`config.mk`:
```
export PLATFORM = sky130hd
export DESIGN_NAME = sudm_div_step
export DESIGN_NICKNAME = d
export VERILOG_FILES = /design/src/hdl/signed_unsigned_divmod32_unit_assert.svh /design/src/hdl/sudm_pkg.sv /design/src/hdl/sudm_div_step.sv
export SDC_FILE = /design/constraint.sdc
export NUM_CORES = 1
export LEC_CHECK = 0
export BUFFER_PORTS_ARGS = -buffer_cell sky130_fd_sc_hd__buf_2
export CAP_MARGIN = 20
export CORE_MARGIN = 2
export CORE_UTILIZATION = 50
export CTS_CLUSTER_DIAMETER = 150
export DETAILED_ROUTE_END_ITERATION = 7
export PLACE_DENSITY = 0.84
export SLEW_MARGIN = 20
export SYNTH_ARGS = -nofsm -noshare
export SYNTH_HDL_FRONTEND = slang
export SYNTH_SLANG_ARGS = --single-unit
```
`constraint.sdc`:
```
create_clock -name clock -period 4.1 [get_ports clock]
set_input_delay 1.23 -clock clock [delete_from_list [all_inputs] [get_ports clock]]
set_output_delay 1.23 -clock clock [all_outputs]
set_load 0.005 [all_outputs]
```
`src/hdl/signed_unsigned_divmod32_unit_assert.svh`:
```
// Assertion macros for the divider.
// Each macro takes a label, clock, reset and the expressions to check.
`ifndef SIGNED_UNSIGNED_DIVMOD32_UNIT_ASSERT_SVH
`define SIGNED_UNSIGNED_DIVMOD32_UNIT_ASSERT_SVH

`ifndef SYNTH
`define SUDM_ASSERT_IMPLIES(label, clk, rst, ante, cons) \
   label: assert property (@(posedge clk) disable iff (rst) (ante) |-> (cons)) \
      else $error("%m: implication check failed");
`define SUDM_ASSERT_NEXT(label, clk, rst, ante, cons) \
   label: assert property (@(posedge clk) disable iff (rst) (ante) |=> (cons)) \
      else $error("%m: next-cycle check failed");
`else
`define SUDM_ASSERT_IMPLIES(label, clk, rst, ante, cons)
`define SUDM_ASSERT_NEXT(label, clk, rst, ante, cons)
`endif

`endif

```
`src/hdl/sudm_pkg.sv`:
```
`default_nettype none

package sudm_pkg;

   // width of the operand and result fields on the ports
   localparam int FIELD_W = 32;

   // control that travels with each transaction down the pipeline
   typedef struct packed {
      logic valid;
      logic qneg;    // negate quotient at the end
      logic rneg;    // negate remainder at the end
      logic dz;      // divisor was zero
   } ctrl_type;

endpackage

`default_nettype wire

```
`src/hdl/sudm_div_step.sv`:
```
`default_nettype none

// One restoring shift-subtract step, registered.
module sudm_div_step #(
   parameter int WIDTH = 32
) (
   input  logic                clock,
   input  logic                reset,
   input  logic                enable,
   input  sudm_pkg::ctrl_type  prev_ctrl,
   input  logic [WIDTH-1:0]    prev_rem,
   input  logic [WIDTH-1:0]    prev_acc,
   input  logic [WIDTH-1:0]    prev_den,
   output sudm_pkg::ctrl_type  stage_ctrl,
   output logic [WIDTH-1:0]    stage_rem,
   output logic [WIDTH-1:0]    stage_acc,
   output logic [WIDTH-1:0]    stage_den
);
   import sudm_pkg::*;

   logic [WIDTH:0]   trial;
   logic [WIDTH:0]   diff;
   logic             fits;
   logic [WIDTH-1:0] rem_in;
   logic [WIDTH-1:0] acc_in;

   ctrl_type         ctrl_ff;
   logic [WIDTH-1:0] rem_ff;
   logic [WIDTH-1:0] acc_ff;
   logic [WIDTH-1:0] den_ff;

   // shift in next dividend bit; top bit of trial is the carry out of rem
   always_comb begin
      trial  = {prev_rem, prev_acc[WIDTH-1]};
      diff   = trial - {1'b0, prev_den};
      fits   = ~diff[WIDTH];
      rem_in = fits ? diff[WIDTH-1:0] : trial[WIDTH-1:0];
      acc_in = {prev_acc[WIDTH-2:0], fits};
   end

   always_ff @(posedge clock) begin
      if (reset) begin
         ctrl_ff <= '0;
      end else if (enable) begin
         ctrl_ff <= prev_ctrl;
      end
   end

   always_ff @(posedge clock) begin
      if (enable) begin
         rem_ff <= rem_in;
         acc_ff <= acc_in;
         den_ff <= prev_den;
      end
   end

   assign stage_ctrl = ctrl_ff;
   assign stage_rem  = rem_ff;
   assign stage_acc  = acc_ff;
   assign stage_den  = den_ff;

endmodule

`default_nettype wire

```
---- Yosys cells after proc, flatten, opt, wreduce, memory -nomap -nowiden ----
Cells that the tools add are included.
storage, ports and cells
  register bits after elaboration ......... 100
  input bits .............................. 103
  output and inout bits ................... 100
  word-level logic and storage cells ...... 10
cells by class
  add/subtract/negate cells ............... 1
  multiplexer cells ....................... 1
  bitwise gates (word level) .............. 1
operators by type and width
  cell            number
  $sub 33x32->33  1
  $mux 32         1
  $not 1->1       1

---- Depth between registers and ports, before layout ----
Gate-level depths: netlist (run 1).
  depth in word-level cells ............... 2
  depth in mapped cells ................... 13
  gate-level depth less buffers ........... 12

---- Worst setup path before layout (run 1) ----
No wires, ideal clock.
  path kind ............................... input -> register
  start point ............................. input port prev_den[16]
  end point ............................... register rem_ff[10] (netlist: stage_rem[10]), data pin
  setup time .............................. 0.260 ns
  arrival ................................. 3.480 ns
  required time ........................... 3.840 ns
  setup slack ............................. 0.360 ns
  stages on the path ...................... 12
  buffers on the path ..................... 2
  cell sequence ........................... inv_1 -> ha_1 -> buf_6 -> a21oi_4 -> o211ai_1 -> a221o_1 -> a211o_1 -> o21a_1 -> o211ai_4 -> inv_2 -> buf_6 -> mux2_4
between the ends
  cells in the longest elaborated chain, start to end .. 2
ends and longest elaborated chain
  item                  line                 RTL
  start, declared       sudm_div_step.sv:13  input logic [WIDTH-1:0] prev_den,
  $sub 33x32->33        sudm_div_step.sv:35  diff = trial - {1'b0, prev_den};
  $mux 32               sudm_div_step.sv:37  rem_in = fits ? diff[WIDTH-1:0] : trial[WIDTH-1:0];
  net rem_in[10]        sudm_div_step.sv:24  logic [WIDTH-1:0] rem_in;
  end signal, assigned  sudm_div_step.sv:51  rem_ff <= rem_in;
  end, declared         sudm_div_step.sv:28  logic [WIDTH-1:0] rem_ff;
The timed path passes the listed nets, and every way through them passes these cells.
A chain may end at the register's enable or synchronous reset.

---- Final worst setup path (run 1) ----
  start point ............................. input port prev_acc[31]
  end point ............................... register rem_ff[27] (netlist: stage_rem[27]), data pin
between the ends
  cells in the longest elaborated chain, start to end .. 2
ends and longest elaborated chain
  item             line                 RTL
  start, declared  sudm_div_step.sv:12  input logic [WIDTH-1:0] prev_acc,
  $sub 33x32->33   sudm_div_step.sv:35
  $mux 32          sudm_div_step.sv:37
  net rem_in[27]   sudm_div_step.sv:24
The timed path passes the listed nets, and every way through them passes these cells.

==> results of run 1 <==
-- critical path: cells and delay by family --
family	cells	cell delay, ns
AND/OR/NAND/NOR	1	0.18
adder cells (fa/ha/maj)	2	0.62
AO/OA/AOI/OAI	6	1.39
buffers and inverters	3	0.38
-- state kept, by name, summed over array words and instances (netlist names) --
signal and count:
stage_acc 32, stage_den 32, stage_rem 32, stage_ctrl 4
-- layout make-up --
cell class,count,area share (%)
flip-flops and latches,100,43.0
clock inverters,6,0.709
multi-input cells,312,32.9
inverters,39,2.13
repair buffers,218,16.8
clock buffers,10,1.85
well taps,140,2.54
-- metrics by stage --
| step | utilization [%] | hold slack, ns | cell area (um2) |
|---|---|---|---|
| CTS | 64.1 | 0.508 | 6880 |
| global placement | 62.4 | 0.467 | 6710 |
| detailed placement | 62.4 | 0.484 | 6710 |
| floorplan | - | 0.485 | 5470 |
| global route | 64.1 | 0.544 | 6880 |
| finish | 64.1 | 0.504 | 6880 |
-- worst max path at each step --
stage,from,to,slack [ns],depth (start not counted)
floorplan,prev_den[16],stage_rem[10]$_DFFE_PP_,0.36,12
global placement,prev_acc[31],stage_rem[22]$_DFFE_PP_,0.15,13
finish,prev_acc[31],stage_rem[27]$_DFFE_PP_,0.46,12
detailed placement,prev_acc[31],stage_rem[21]$_DFFE_PP_,0.09,13
CTS,prev_acc[31],stage_rem[21]$_DFFE_PP_,0.48,13
global route,prev_acc[31],stage_rem[27]$_DFFE_PP_,0.28,12
-- placed cells by master, fill, tap and decap left out, types with 9 or more instances in the layout --
cell | synthesis | layout
a21oi_1 | 29 | 29
xnor2_1 | 15 | 15
nor2_1 | 27 | 27
buf_4 | 0 | 15
nand3_1 | 9 | 9
ha_1 | 32 | 32
a21o_1 | 15 | 15
nand2_1 | 47 | 47
mux2_4 | 18 | 18
o21ai_0 | 27 | 27
xor2_1 | 9 | 9
inv_1 | 38 | 38
buf_2 | 1 | 201
clkbuf_8 | 0 | 9
edfxtp_1 | 96 | 96
-- power by group --
group	switching (uW)	total [uW]	internal [uW]
sequential	29.1	1280	1250
combinational	350	674	324
clock	348	575	228
-- per-layer routing --
metal  track usage [%]  share of wire (%)  vias up
met1              27.5                 40     2072
met5                 0                  0        -
li1                  -                  -     2140
met2              41.7                 52      162
met3              4.64                6.7       11
met4              7.33                1.5        0
-- cells by family (layout without fill, tap and decap cells) --
| kind of cell | Yosys count | in the layout | synth area share [%] |
|---|---|---|---|
| buffers and inverters | 57 | 273 | 4.35 |
| xor gates and xnor gates | 24 | 24 | 3.85 |
| and+or+nand+nor | 115 | 115 | 9.73 |
| DFF | 100 | 100 | 54.2 |
| muxes | 23 | 23 | 5.86 |
| adders and majority gates | 33 | 33 | 7.69 |
| AOI/OAI and AO/OA | 117 | 117 | 14.3 |
==> metrics.yaml, run 1 <==
grt:
  overflow: 0
  grt_pass1_wl_um: 20900
  grt_max_degree: 74
  grt_antenna_before_repair: 0
  grt.total_usage_pct: 23.1
  first_global_vias: 4288
cts:
  post_cts_resize_count: 0
  clk_pin_slew_ns: 0.09
  ctsHoldBuffers: 0
  cts_max_level: 3
  root_buffer: "clkbuf_8"
  postCtsSetupBuffers: 0
  cts_buffers: 9
  clk_path_buf_depth: 2
  cts_tree: "yes"
  clk_latency_ns: 0.36
  numClockSinks: 100
synth:
  synth_area_leaders: "edfxtp_1 (53%), ha_1 (7.3%), mux2_4 (4.9%)"
  yosysSeqAreaShare_pct: 54.2
  synth_flop_cell: "edfxtp_1"
  synth.most_common_cell: "edfxtp_1"
  synth_common_cells: "edfxtp_1 (96), nand2_1 (47), inv_1 (38)"
  synth_cells: 469
  synth_top_area_share_pct: 52.7
  ys_warn_count: 0
  synth_top_cell_by_area: "edfxtp_1"
  synth_edf_count: 96
  ys_ff_latch: 100
  ys_types: 51
  avgSynthCellArea_um2: 11.7
  synthesis.nets: 605
  netlist_area_um2: 5470
  async_flop_share_pct: 0
setup_path:
  critPathSlowestCell: "fa_1"
  crit_fanout: 27
  r2r_slack_ns: 3.45
  critical_path_arrival_ns: 3.80
  cp-end-kind: "register"
  critPathLaunchType: "input port"
  cpMostUsedCell: "a21oi_1"
  crit_type: "input port to register"
  path_cells: "buf_2 -> inv_1 -> ha_1 -> fa_1 -> nand2b_1 -> a21oi_1 -> o211ai_1 -> a21oi_1 -> o21a_1 -> o211ai_4 -> buf_4 -> o41ai_1"
  r2r-start: "stage_ctrl[2]$_SDFFE_PP0P_"
  crit_required_ns: 4.26
  cp_slowest_stage_delay_ns: 0.41
  ff2ff_path_depth: 2
  worstReg2RegEnd: "stage_ctrl[2]$_SDFFE_PP0P_"
floorplanning:
  die_w_um: 109
  rows: 38
  pin_count: 203
  start_util_pct: 50.9
  die-area_um2: 11800
  core_area_um2: 10700
  die_h_um: 109
pwr:
  ir_drop_mv: 0.172
  powerDensity_nw_per_um2: 367
  finalPower_uw: 2530
  leakagePower_uw: 0.00321
placed_design:
  pre_cts_ws_ns: 0.0893
  gp_congestion: 0.847
  io_buffers: 202
  placed_cells: 809
  dpl.hpwl_um: 10800
timing:
  fmax_mhz: 275
  worst_pin_slew_ns: 0.537
  min_period_ns: 3.64
  slew_violations: 0
  setup_viol: 0
  fin_ws_ns: 0.460
  skew_ns: 0
  hold_viol_final: 0
  period_share_pct: 88.8
  rsz0062_at_grt: "false"
  final.setup.tns_ns: 0
  relSlewSlack_pct: 63.8
layout:
  fin_cells: 825
  regArea_um2: 2960
  multi_input_area_um2: 2260
  drive_above_1_share_pct: 37.1
  antenna_cells: 0
  area_delta_synth_final_pct: 26.0
  layout.nets: 816
  fill_cells: 865
routing:
  dr_total_vias: 4385
  dr.pass1.iters: 5
  drc: 0
  antenna_left: 0
  finalWirelength_um: 13700
  vias_per_cell: 5.32
  drt_iter0_markers: 205
  wl_per_cell_um: 16.7
worst_hold_path:
  worstHoldEndpoint: "stage_ctrl[1]$_SDFFE_PP0P_"
  holdPathStages: 2
  hold_class: "register to register"
  min-delay-start: "stage_ctrl[1]$_SDFFE_PP0P_"
run:
  maxCapViolCount: 0
run_status:
  status: "finished clean"
Note: power is estimated with default switching activity, not from simulation.
==> inputs of run 2 (changes only) <==
PLACE_DENSITY = 0.81   (was 0.84)
==> run 2 against run 1 <==
Effect of this change:
- core utilization up 0.37 points
- die area unchanged
- maximum frequency up 1.0%
- critical path depth up 1
- clock skew unchanged
- non-clock buffer count down 1
- cell area up 0.58%
- largest power group unchanged
==> metrics.yaml, run 2 (synthesis results as in run 1) <==
run_status:
  status: "finished clean"
routing:
  finalWirelength_um: 14400  # +4.7%
  wl_per_cell_um: 17.5  # +4.8%
  antenna_left: 0  # unchanged
  dr_total_vias: 4514  # +2.9%
  drc: 0  # unchanged
  drt_iter0_markers: 307  # +50%
  dr.pass1.iters: 5  # unchanged
  vias_per_cell: 5.48  # +3.1%
grt:
  first_global_vias: 4371  # +1.9%
  grt_max_degree: 55  # -26%
  overflow: 0  # unchanged
  grt_pass1_wl_um: 20900  # unchanged
  grt_antenna_before_repair: 0  # unchanged
  grt.total_usage_pct: 23.5  # +0.41 points
timing:
  skew_ns: 0  # unchanged
  worst_pin_slew_ns: 0.677  # +0.139 ns
  setup_viol: 0  # unchanged
  period_share_pct: 87.9  # -0.92 points
  holdWs_ns: 0.504  # -0.000221 ns
  rsz0062_at_grt: "false"
  relSlewSlack_pct: 54.9  # -8.9 points
  fmax_mhz: 278  # +1.0%
  final.setup.tns_ns: 0  # unchanged
  slew_violations: 0  # unchanged
  min_period_ns: 3.60  # -0.0378 ns
  hold_viol_final: 0  # unchanged
cts:
  clk_path_buf_depth: 2  # unchanged
  cts_max_level: 3  # unchanged
  root_buffer: "clkbuf_8"
  cts_tree: "yes"
  postCtsSetupBuffers: 0  # unchanged
  cts_buffers: 9  # unchanged
  post_cts_resize_count: 0  # unchanged
  clk_pin_slew_ns: 0.10  # about the same
  clk_latency_ns: 0.37  # about the same
  numClockSinks: 100  # unchanged
  ctsHoldBuffers: 0  # unchanged
pwr:
  finalPower_uw: 2670  # +5.8%
  switching_power_uw: 749  # +3.1%
  ir_drop_mv: 0.173  # +0.78%
  p_clk_share_pct: 26.8  # +4.0 points
  swShare_pct: 28.0  # -0.74 points
  comb_power_share_pct: 25.4  # -1.3 points
  leakagePower_uw: 0.00323  # +0.56%
  intPower_uw: 1920  # +6.9%
  powerDensity_nw_per_um2: 386  # +5.2%
  seq_power_share_pct: 47.8  # -2.8 points
setup_path:
  crit_type: "input port to register"
  critPathLaunchType: "input port"
  critical_path_arrival_ns: 3.72  # -0.08 ns
  cp-end-kind: "register"
  crit_required_ns: 4.22  # -0.04 ns
  crit_fanout: 15  # -44%
layout:
  layout_common_cells: "buf_2 (201), edfxtp_1 (96), nand2_1 (47)"
  layout_commonest_cell: "buf_2"
  fill_cells: 882  # +2.0%
  drive_above_1_share_pct: 37.1  # +0.054 points
  antenna_cells: 0  # unchanged
  layout.nets: 815  # -0.12%
  area_delta_synth_final_pct: 26.7
floorplanning:
  start_util_pct: 50.9  # unchanged
  die_w_um: 109  # unchanged
  pin_count: 203  # unchanged
  die-area_um2: 11800  # unchanged
  rows: 38  # unchanged
  die_h_um: 109  # unchanged
  core_area_um2: 10700  # unchanged
worst_hold_path:
  hold_class: "register to register"
placed_design:
  gp_congestion: 0.868  # +2.5%
  io_buffers: 202  # unchanged
  dpl.hpwl_um: 11000  # +1.2%
run:
  maxCapViolCount: 0  # unchanged
==> run 2: cell count changes in the layout (fill, tap and decap cells not counted), sizes merged <==
| cell | previous run | this run |
|---|---|---|
| buf | 218 | 217 |
| bufinv | 0 | 2 |
| clkinv | 3 | 1 |
==> run 2: final cells by class <==
type	count	area (um2)	share of cell area (%)
well taps	140	175	2.53
repair buffers	217	1150	16.6
clock buffers	10	128	1.84
flip-flops and latches	100	2960	42.8
multi-input cells	312	2260	32.7
inverters	39	146	2.11
clock inverters	6	96.3	1.39
==> run 2: power groups by stage <==
stage          Sequential, uW  Combinational [uW]  Clock, uW
2_1_floorplan            1320                 370          0
3_3_place_gp             1300                 656          0
3_5_place_dp             1300                 675          0
4_1_cts                  1280                 681        729
5_1_grt                  1290                 744        773
6_report                 1280                 679        716
==> run 2: critical path, cell delays in order <==
cell      delay (ns)
buf_2           0.08
inv_1           0.03
ha_1            0.21
fa_1            0.40
nand2b_1        0.18
a21oi_1         0.25
o211ai_1        0.17
a21oi_1         0.23
o21a_1          0.23
o211ai_4        0.10
inv_2           0.11
buf_12          0.18
mux2_4          0.31
==> run 2: metal layers <==
metal	GRT usage (%)	routed length [um]
met1	27.4	5670
met5	0	0
met2	42.1	7280
met4	8.88	327
met3	5.18	1100
==> run 2: per-stage QoR <==
step | utilization (%) | setup WS, ns | cell area, um2 | std cells
detailed placement | 62.4 | 0.101 | 6700 | 808
global route | 64.4 | 0.301 | 6920 | 824
floorplan | - | 0.360 | 5470 | 469
global placement | 62.4 | 0.154 | 6700 | 808
finish | 64.4 | 0.497 | 6920 | 824
CTS | 64.4 | 0.503 | 6920 | 824
==> run 2: worst paths after layout <==
kind / from / to / slack [ns] / cells past startpoint
max: prev_acc[31] / stage_rem[16]$_DFFE_PP_ / 0.50 / 13
min: stage_ctrl[2]$_SDFFE_PP0P_ / stage_ctrl[2]$_SDFFE_PP0P_ / 0.50 / 2
max reg2reg: stage_ctrl[1]$_SDFFE_PP0P_ / stage_ctrl[1]$_SDFFE_PP0P_ / 3.45 / 2
min reg2reg: stage_ctrl[2]$_SDFFE_PP0P_ / stage_ctrl[2]$_SDFFE_PP0P_ / 0.50 / 2
